==> config.mk <==
export PLATFORM = sky130hd
export DESIGN_NAME = lru_tlb_hit_counter_core
export DESIGN_NICKNAME = d
export VERILOG_FILES = /design/src/lth_pkg.sv /design/src/lth_cfg_regs.sv /design/src/lth_tag_store.sv /design/src/lru_tlb_hit_counter_core.sv
export SDC_FILE = /design/constraint.sdc
export NUM_CORES = 2
export LEC_CHECK = 0
export BUFFER_PORTS_ARGS = -buffer_cell sky130_fd_sc_hd__buf_2
export CAP_MARGIN = 20
export CORE_MARGIN = 10
export CORE_UTILIZATION = 45
export CTS_CLUSTER_DIAMETER = 60
export DETAILED_ROUTE_END_ITERATION = 8
export GPL_ROUTABILITY_DRIVEN = 0
export HOLD_SLACK_MARGIN = 0.08
export PLACE_DENSITY_LB_ADDON = 0.12
export SYNTH_ARGS = -nofsm -noshare
export SYNTH_HDL_FRONTEND = slang
export SYNTH_SLANG_ARGS = --single-unit
==> constraint.sdc <==
create_clock -name i_clk -period 14.7 [get_ports i_clk]
set_input_delay 0.735 -clock i_clk [delete_from_list [all_inputs] [get_ports i_clk]]
set_output_delay 0.735 -clock i_clk [all_outputs]
set_load 0.05 [all_outputs]
==> src/lth_pkg.sv <==
// ============================================================================
// lth_pkg
// Shared types and constants for the LRU TLB hit counter.
// ============================================================================
`default_nettype none

package lth_pkg;

    // Default sizing, handed to the top-level parameters
    localparam int TLB_ENTRIES_DEF = 16;
    localparam int ADDR_BITS_DEF   = 32;

    // Configuration port
    localparam int APB_ADDR_W = 3;
    localparam int APB_DATA_W = 32;
    localparam int CFG_REG_W  = 5;

    // Register index, taken from the word address bit
    localparam logic REG_IDX_PAGE_OFFSET = 1'b0;
    localparam logic REG_IDX_ENTRIES     = 1'b1;

    // Register reset values
    localparam logic [CFG_REG_W-1:0] PAGE_OFFSET_RST = 5'd12;
    localparam logic [CFG_REG_W-1:0] ENTRIES_RST     = 5'd16;

    // Hit total width
    localparam int HIT_W = 32;

    // Control from the pipeline to the tag store
    typedef struct packed {
        logic update;   // a lookup retires this cycle
        logic flush;    // clear the table after this lookup
    } t_tag_ctl;

endpackage

`default_nettype wire

==> src/lth_cfg_regs.sv <==
// ============================================================================
// lth_cfg_regs
// APB register file: page offset shift and entry limit, with limit clamping.
// ============================================================================
`default_nettype none

module lth_cfg_regs
    import lth_pkg::*;
#(
    parameter int TLB_ENTRIES = TLB_ENTRIES_DEF,
    localparam int CW = $clog2(TLB_ENTRIES + 1)
) (
    input  wire logic                  i_clk,
    input  wire logic                  i_rst_n,
    input  wire logic                  psel,
    input  wire logic                  penable,
    input  wire logic                  pwrite,
    input  wire logic [APB_ADDR_W-1:0] paddr,
    input  wire logic [APB_DATA_W-1:0] pwdata,
    output logic      [APB_DATA_W-1:0] prdata,
    output logic                       pready,
    output logic      [CFG_REG_W-1:0]  o_page_shift,
    output logic      [CW-1:0]         o_limit
);

    logic [CFG_REG_W-1:0] r_page_shift;
    logic [CFG_REG_W-1:0] r_entries;
    logic                 wr_en;
    logic                 reg_idx;

    assign pready  = 1'b1;
    assign wr_en   = psel && penable && pwrite;
    assign reg_idx = paddr[2];

    always_ff @(posedge i_clk) begin
        if (!i_rst_n) begin
            r_page_shift <= PAGE_OFFSET_RST;
            r_entries    <= ENTRIES_RST;
        end else if (wr_en) begin
            case (reg_idx)
                REG_IDX_PAGE_OFFSET: r_page_shift <= pwdata[CFG_REG_W-1:0];
                REG_IDX_ENTRIES:     r_entries    <= pwdata[CFG_REG_W-1:0];
                default: ;
            endcase
        end
    end

    always_comb begin
        case (reg_idx)
            REG_IDX_PAGE_OFFSET: prdata = APB_DATA_W'(r_page_shift);
            REG_IDX_ENTRIES:     prdata = APB_DATA_W'(r_entries);
            default:             prdata = '0;
        endcase
    end

    // Zero acts as one; saturate at the table size
    always_comb begin
        if (r_entries == '0) begin
            o_limit = CW'(1);
        end else if (int'(r_entries) > TLB_ENTRIES) begin
            o_limit = CW'(TLB_ENTRIES);
        end else begin
            o_limit = CW'(r_entries);
        end
    end

    assign o_page_shift = r_page_shift;

endmodule

`default_nettype wire

==> src/lth_tag_store.sv <==
// ============================================================================
// lth_tag_store
// Fully associative tag array with LRU ranks, parallel compare and update.
// ============================================================================
`default_nettype none

module lth_tag_store
    import lth_pkg::*;
#(
    parameter int TLB_ENTRIES = TLB_ENTRIES_DEF,
    parameter int ADDR_BITS   = ADDR_BITS_DEF,
    localparam int CW = $clog2(TLB_ENTRIES + 1),
    localparam int RW = (TLB_ENTRIES > 1) ? $clog2(TLB_ENTRIES) : 1
) (
    input  wire logic                 i_clk,
    input  wire logic                 i_rst_n,
    input  wire t_tag_ctl             i_ctl,
    input  wire logic [ADDR_BITS-1:0] i_page,
    input  wire logic [CW-1:0]        i_limit,
    output logic                      o_hit
);

    logic [ADDR_BITS-1:0]   r_page [TLB_ENTRIES];
    logic [TLB_ENTRIES-1:0] r_valid;
    logic [RW-1:0]          r_rank [TLB_ENTRIES];
    logic [CW-1:0]          r_count;

    logic [TLB_ENTRIES-1:0] n_valid;
    logic [RW-1:0]          n_rank [TLB_ENTRIES];
    logic [CW-1:0]          n_count;

    logic [TLB_ENTRIES-1:0] hit_vec;
    logic [TLB_ENTRIES-1:0] free_vec;
    logic [TLB_ENTRIES-1:0] victim_vec;
    logic [TLB_ENTRIES-1:0] wr_vec;
    logic [RW-1:0]          hit_rank;
    logic                   free_found;
    logic                   do_fill;
    logic [CW-1:0]          age_thr;

    // Compare, free-slot search and victim match
    always_comb begin
        hit_rank   = '0;
        free_vec   = '0;
        free_found = 1'b0;
        for (int i = 0; i < TLB_ENTRIES; i++) begin
            hit_vec[i]    = r_valid[i] && (r_page[i] == i_page);
            victim_vec[i] = r_valid[i] && (CW'(r_rank[i]) == (r_count - CW'(1)));
            if (hit_vec[i]) begin
                hit_rank = hit_rank | r_rank[i];
            end
            if (!r_valid[i] && !free_found) begin
                free_vec[i] = 1'b1;
                free_found  = 1'b1;
            end
        end
    end

    assign o_hit   = |hit_vec;
    assign do_fill = !o_hit && (r_count < i_limit);

    // Entries more recent than the threshold age by one
    always_comb begin
        if (o_hit) begin
            age_thr = CW'(hit_rank);
            wr_vec  = hit_vec;
        end else if (do_fill) begin
            age_thr = r_count;
            wr_vec  = free_vec;
        end else begin
            age_thr = r_count - CW'(1);
            wr_vec  = victim_vec;
        end
    end

    always_comb begin
        n_valid = r_valid;
        n_count = r_count;
        for (int i = 0; i < TLB_ENTRIES; i++) begin
            n_rank[i] = r_rank[i];
            if (r_valid[i] && (CW'(r_rank[i]) < age_thr)) begin
                n_rank[i] = r_rank[i] + RW'(1);
            end
            if (wr_vec[i]) begin
                n_rank[i] = '0;
            end
        end
        if (do_fill) begin
            n_valid = r_valid | free_vec;
            n_count = r_count + CW'(1);
        end
        if (i_ctl.flush) begin
            n_valid = '0;
            n_count = '0;
            for (int i = 0; i < TLB_ENTRIES; i++) begin
                n_rank[i] = '0;
            end
        end
    end

    always_ff @(posedge i_clk) begin
        if (!i_rst_n) begin
            r_valid <= '0;
            r_count <= '0;
            for (int i = 0; i < TLB_ENTRIES; i++) begin
                r_rank[i] <= '0;
            end
        end else if (i_ctl.update) begin
            r_valid <= n_valid;
            r_count <= n_count;
            for (int i = 0; i < TLB_ENTRIES; i++) begin
                r_rank[i] <= n_rank[i];
            end
        end
    end

    // Tags carry no reset; only read behind a valid bit
    always_ff @(posedge i_clk) begin
        if (i_ctl.update && !o_hit) begin
            for (int i = 0; i < TLB_ENTRIES; i++) begin
                if (wr_vec[i]) begin
                    r_page[i] <= i_page;
                end
            end
        end
    end

`ifndef SYNTHESIS
    a_count_matches_valid: assert property (@(posedge i_clk) disable iff (!i_rst_n)
        r_count == CW'($countones(r_valid)))
        else $error("valid count out of step with valid bits");

    a_flush_clears: assert property (@(posedge i_clk) disable iff (!i_rst_n)
        (i_ctl.update && i_ctl.flush) |=> (r_count == '0) && (r_valid == '0))
        else $error("table not cleared after trace end");

    a_fill_grows: assert property (@(posedge i_clk) disable iff (!i_rst_n)
        (i_ctl.update && !i_ctl.flush && do_fill) |=> r_count == $past(r_count) + CW'(1))
        else $error("fill did not add an entry");

    a_hit_onehot: assert property (@(posedge i_clk) disable iff (!i_rst_n)
        $onehot0(hit_vec))
        else $error("page found in more than one entry");
`endif

endmodule

`default_nettype wire

==> src/lru_tlb_hit_counter_core.sv <==
// ============================================================================
// lru_tlb_hit_counter_core
// LRU fully associative TLB tag store that reports hits and a running total.
// ============================================================================
// Usage:
//   Input channel (i_in_valid / o_in_stall) carries one access per transfer:
//   a virtual address and a trace-end mark. Output channel (o_out_valid /
//   i_out_stall) returns one result per access: hit flag and hit total of
//   the trace including this access.
//   The page number is formed as the access enters the input register; the
//   tag compare, LRU rank update and hit count happen between the input
//   register and the result register, and each access passes the input
//   register and then the result register. One access per cycle is
//   sustained while the receiver does not stall, set by the combinational
//   compare and rank update of the tag store.
//   When the receiver stalls, the result register holds and the input
//   register keeps its access; o_in_stall rises only while both are full.
//   On an access marked trace end the table and the total clear right after
//   its result is formed.
//   Reset clears the table, the total and both channel stages, and restores
//   page offset 12 and entry limit 16. The user must configure via the APB
//   port (offset 0x0, limit 0x4) only while the block is idle; not enforced.
// ============================================================================
`default_nettype none

module lru_tlb_hit_counter_core
    import lth_pkg::*;
#(
    parameter int TLB_ENTRIES = TLB_ENTRIES_DEF,
    parameter int ADDR_BITS   = ADDR_BITS_DEF
) (
    input  wire logic                  i_clk,
    input  wire logic                  i_rst_n,
    // Access channel
    input  wire logic                  i_in_valid,
    output logic                       o_in_stall,
    input  wire logic [ADDR_BITS-1:0]  i_virtual_address,
    input  wire logic                  i_final_access,
    // Result channel
    output logic                       o_out_valid,
    input  wire logic                  i_out_stall,
    output logic                       o_was_hit,
    output logic      [HIT_W-1:0]      o_hits_so_far,
    // Configuration
    input  wire logic                  psel,
    input  wire logic                  penable,
    input  wire logic                  pwrite,
    input  wire logic [APB_ADDR_W-1:0] paddr,
    input  wire logic [APB_DATA_W-1:0] pwdata,
    output logic      [APB_DATA_W-1:0] prdata,
    output logic                       pready
);

    localparam int CW = $clog2(TLB_ENTRIES + 1);

    logic [CFG_REG_W-1:0] page_shift;
    logic [CW-1:0]        limit;

    // Input stage
    logic                 r_in_valid;
    logic [ADDR_BITS-1:0] r_in_page;
    logic                 r_in_final;

    // Result stage
    logic                 r_out_valid;
    logic                 r_was_hit;
    logic [HIT_W-1:0]     r_hits;
    logic [HIT_W-1:0]     r_total;
    logic [HIT_W-1:0]     n_total;

    logic                 in_xfer;
    logic                 load_ok;
    logic                 advance;
    logic                 hit;
    t_tag_ctl             tag_ctl;

    lth_cfg_regs #(
        .TLB_ENTRIES (TLB_ENTRIES)
    ) u_cfg (
        .i_clk        (i_clk),
        .i_rst_n      (i_rst_n),
        .psel         (psel),
        .penable      (penable),
        .pwrite       (pwrite),
        .paddr        (paddr),
        .pwdata       (pwdata),
        .prdata       (prdata),
        .pready       (pready),
        .o_page_shift (page_shift),
        .o_limit      (limit)
    );

    // Result register takes a new value when empty or being drained
    assign load_ok    = !r_out_valid || !i_out_stall;
    assign advance    = r_in_valid && load_ok;
    assign o_in_stall = r_in_valid && !load_ok;
    assign in_xfer    = i_in_valid && !o_in_stall;

    always_ff @(posedge i_clk) begin
        if (!i_rst_n) begin
            r_in_valid <= 1'b0;
        end else if (in_xfer) begin
            r_in_valid <= 1'b1;
        end else if (advance) begin
            r_in_valid <= 1'b0;
        end
    end

    // Form the page number on entry; the user must keep the shift stable while traffic flows, not enforced here
    always_ff @(posedge i_clk) begin
        if (in_xfer) begin
            r_in_page  <= i_virtual_address >> page_shift;
            r_in_final <= i_final_access;
        end
    end

    assign tag_ctl.update = advance;
    assign tag_ctl.flush  = r_in_final;

    lth_tag_store #(
        .TLB_ENTRIES (TLB_ENTRIES),
        .ADDR_BITS   (ADDR_BITS)
    ) u_tags (
        .i_clk   (i_clk),
        .i_rst_n (i_rst_n),
        .i_ctl   (tag_ctl),
        .i_page  (r_in_page),
        .i_limit (limit),
        .o_hit   (hit)
    );

    assign n_total = r_total + HIT_W'(hit);

    // Total counts within a trace; drop it after the trace end
    always_ff @(posedge i_clk) begin
        if (!i_rst_n) begin
            r_total     <= '0;
            r_out_valid <= 1'b0;
        end else begin
            if (advance) begin
                r_total     <= r_in_final ? '0 : n_total;
                r_out_valid <= 1'b1;
            end else if (!i_out_stall) begin
                r_out_valid <= 1'b0;
            end
        end
    end

    always_ff @(posedge i_clk) begin
        if (advance) begin
            r_was_hit <= hit;
            r_hits    <= n_total;
        end
    end

    assign o_out_valid   = r_out_valid;
    assign o_was_hit     = r_was_hit;
    assign o_hits_so_far = r_hits;

`ifndef SYNTHESIS
    a_advance_gives_result: assert property (@(posedge i_clk) disable iff (!i_rst_n)
        advance |=> o_out_valid)
        else $error("retired access produced no result");

    a_miss_holds_total: assert property (@(posedge i_clk) disable iff (!i_rst_n)
        (advance && !hit && !r_in_final) |=> r_total == $past(r_total))
        else $error("hit total moved on a miss");

    a_trace_end_clears: assert property (@(posedge i_clk) disable iff (!i_rst_n)
        (advance && r_in_final) |=> r_total == '0)
        else $error("hit total not cleared after trace end");
`endif

endmodule

`default_nettype wire
==> results.yml <==
timing:
  setup_viol: 0
  hold_viol_final: 0
  hold_slack_ps: 292
  relSlewSlack_pct: 26.3
  timing.final.crit_share_pct: 44.5
  tns_ps: 0
  slew_violations: 0
  finClkSkew_ps: 31.6
  fmax_mhz: 153
  rsz0062_at_grt: "false"
  fin_crit_ps: 6550
  tightestPinTransition_ps: 1100
synthesis:
  synth_edf_count: 642
  seq_area_frac_synth_pct: 56.5
  ys_types: 81
  synth_common_cells: "edfxtp_1 (642), xor2_1 (452), nor2_1 (214)"
  syn-cell-area_um2: 36400
  async_flop_share_pct: 0
  yosysMostFrequentCell: "edfxtp_1"
  synth_top_area_cell: "edfxtp_1"
  synth_top_cell_area_share_pct: 53.0
  synth.top_cells.by_area: "edfxtp_1 (53%), xor2_1 (11%), xnor2_1 (4.5%)"
  synth_warnings: 0
  synth_seq_cells: 707
  syn_inst: 2896
  synth_area_per_cell_um2: 12.6
  synth-main-ff-cell: "edfxtp_1"
detailed_routing:
  route.met2.wl_um: 47900
  highest_layer: "met5"
  wl_met1_um: 46100
  vias: 23811
  vias_per_cell: 5.75
  wirelength_um: 102000
  drtPass1Iterations: 5
  drt_iter0_markers: 1978
  route.detailed.drc: 0
  routed-wl-met3_um: 5700
  detail-route-antenna-nets: 0
  wire_per_inst_um: 24.8
critical_path:
  reg2reg_slack_ps: 8150
  critical_path_class: "reg -> reg"
  max_stage_delay_ps: 930
  cpMaxStageDelayCell: "nor4_2"
  required_ps: 15220
  r2r_end: "r_total[30]"
  cp_num_buf_inv: 1
  crit_chain: "buf_4 -> xor2_1 -> nor4_1 -> nand4_1 -> nor4_2 -> or4_1 -> or4_1 -> ha_1 -> ha_1 -> and3_1 -> nand3_1 -> nor4b_1 -> nand2_1 -> nor2_1 -> nand4_1 -> xnor2_1 -> a22oi_1 -> nor2b_1"
  regToRegStartpoint: "r_in_page[4]"
  path_max_fanout: 22
  end_kind: "register"
  r2r.worst_path.cells: 18
  path_delay_family: "simple AND/OR/NAND/NOR gates"
  crit_arrival_ps: 7070
  critPathLaunchType: "register"
clock_network:
  hold_buffers: 0
  cts_tree: "built"
  insertion_delay_ps: 640
  cts_setup_buffers: 0
  cts_buffer_depth: 3
  clkTransAtPathRegs_ps: 60
  cts_sinks: 707
  numCtsBuffers: 81
  clockRootBuffer: "clkbuf_16"
  cts_htree_levels: 3
  cts_resized: 0
floorplan:
  dieArea_um2: 92700
  fp.coreArea_um2: 80400
  initial_core_util_pct: 45.3
  die_h_um: 304
  num_io_pins: 143
  rows: 104
  die_width_um: 304
place:
  place_area_um2: 37600
  hpwl_um: 65000
  portBuffers: 85
grt:
  grt_pass1_vias: 23609
  antenna_found_initial: 7
  grt_use_total_pct: 21.4
  grt_max_degree: 41
  grt_first_pass_wirelength_um: 152000
  gr-total-overflow: 0
worst_hold_path:
  worstHoldStart: "i_final_access"
  whs_path_depth: 1
  min_to: "r_in_final"
  hold_class: "in -> reg"
flow_run:
  cap_violations: 0
cells_and_area:
  antenna_cells: 0
  final_layout_size_suffix_gt1_share_pct: 11.8
  seq_area_um2: 20600
  layout.nets: 3159
  areaGrowthSynthToFinish_pct: 10.5
  multiInputGateArea_um2: 14400
  design_area_um2: 40200
  fillers: 7114
pwr:
  vdd_drop_max_mv: 0.108
  power.density_nw_per_um2: 118
  p_leak_nw: 14.0
outcome:
  outcome: "complete, no violations"
[registers in the layout, summed over array words and instances (netlist names)]
name	count
o_hits_so_far	32
o_out_valid	1
o_was_hit	1
r_in_final	1
r_in_page	32
r_in_valid	1
r_total	32
u_cfg.o_page_shift	5
u_cfg.r_entries	5
u_tags.r_count	5
u_tags.r_page	512
u_tags.r_rank	64
u_tags.r_valid	16
[final cells by class]
class,count,area share [%]
repair buffers,171,2.66
multi-input cells,2001,35.9
clock buffers,103,5.50
clock inverters,46,1.03
well taps,1060,3.30
flip-flops and latches,707,51.2
inverters,50,0.467
[kinds of logic after synthesis]
| family | Yosys count | share of synthesized area [%] |
|---|---|---|
| adders and majority gates | 72 | 2.47 |
| AOI/OAI and AO/OA | 275 | 5.12 |
| other | 2 | 0.0206 |
| and+or+nand+nor | 905 | 13.4 |
| xor gates and xnor gates | 645 | 15.6 |
| buffers and inverters | 214 | 4.32 |
| muxes | 76 | 2.57 |
| DFF | 707 | 56.5 |
[stage by stage]
stage / util [%] / total power [W] / std cells / setup slack (ps)
6_report: 50.0 / 0.00476 / 4138 / 8150
5_1_grt: 50.0 / 0.00492 / 4138 / 7700
4_1_cts: 50.0 / 0.00480 / 4138 / 8150
3_5_place_dp: 46.7 / 0.00282 / 3989 / 8180
3_3_place_gp: 46.7 / 0.00281 / 3988 / 8180
2_1_floorplan: - / 0.00268 / 2922 / 9290
[layer usage]
metal  vias to the layer above  track usage [%]
li1                      10923                -
met1                     11963             29.3
met2                       747             34.5
met3                       174             3.22
met4                         4             6.75
met5                         -                0
[report_power, final]
part	leakage (nW)	switching (W)	internal, W
clock network	1.28	0.000821	0.00116
logic	6.26	0.000336	0.000153
registers	6.43	0.0000485	0.00224
[worst max path at each step]
| stage | startpoint | end | slack [ps] | cells past startpoint |
|---|---|---|---|---|
| 2_1_floorplan | r_in_page[30] | u_tags.r_rank[0][0] | 9290 | 16 |
| 3_3_place_gp | r_in_page[4] | r_total[30] | 8180 | 18 |
| 3_5_place_dp | r_in_page[4] | r_total[30] | 8180 | 18 |
| 4_1_cts | r_in_page[4] | r_total[30] | 8150 | 18 |
| 5_1_grt | r_in_page[4] | r_total[30] | 7700 | 18 |
| 6_report | r_in_page[4] | r_total[30] | 8150 | 18 |
[cells in the final DEF (no fill, tap or decap), types with 28 or more instances in the layout]
| cell type | n |
|---|---|
| nor4_1 | 148 |
| xor2_1 | 452 |
| nand2_1 | 128 |
| conb_1 | 28 |
| dfxtp_1 | 65 |
| mux2i_1 | 54 |
| inv_1 | 49 |
| nand4_1 | 95 |
| edfxtp_1 | 642 |
| buf_4 | 85 |
| nor2_1 | 198 |
| clkbuf_16 | 84 |
| a21oi_1 | 39 |
| xnor2_1 | 187 |
| nand3_1 | 75 |
| buf_2 | 86 |
| nor3_1 | 59 |
| and3_1 | 31 |
| ha_1 | 72 |
| o21ai_0 | 55 |
Power figures use the tool's default switching activity.
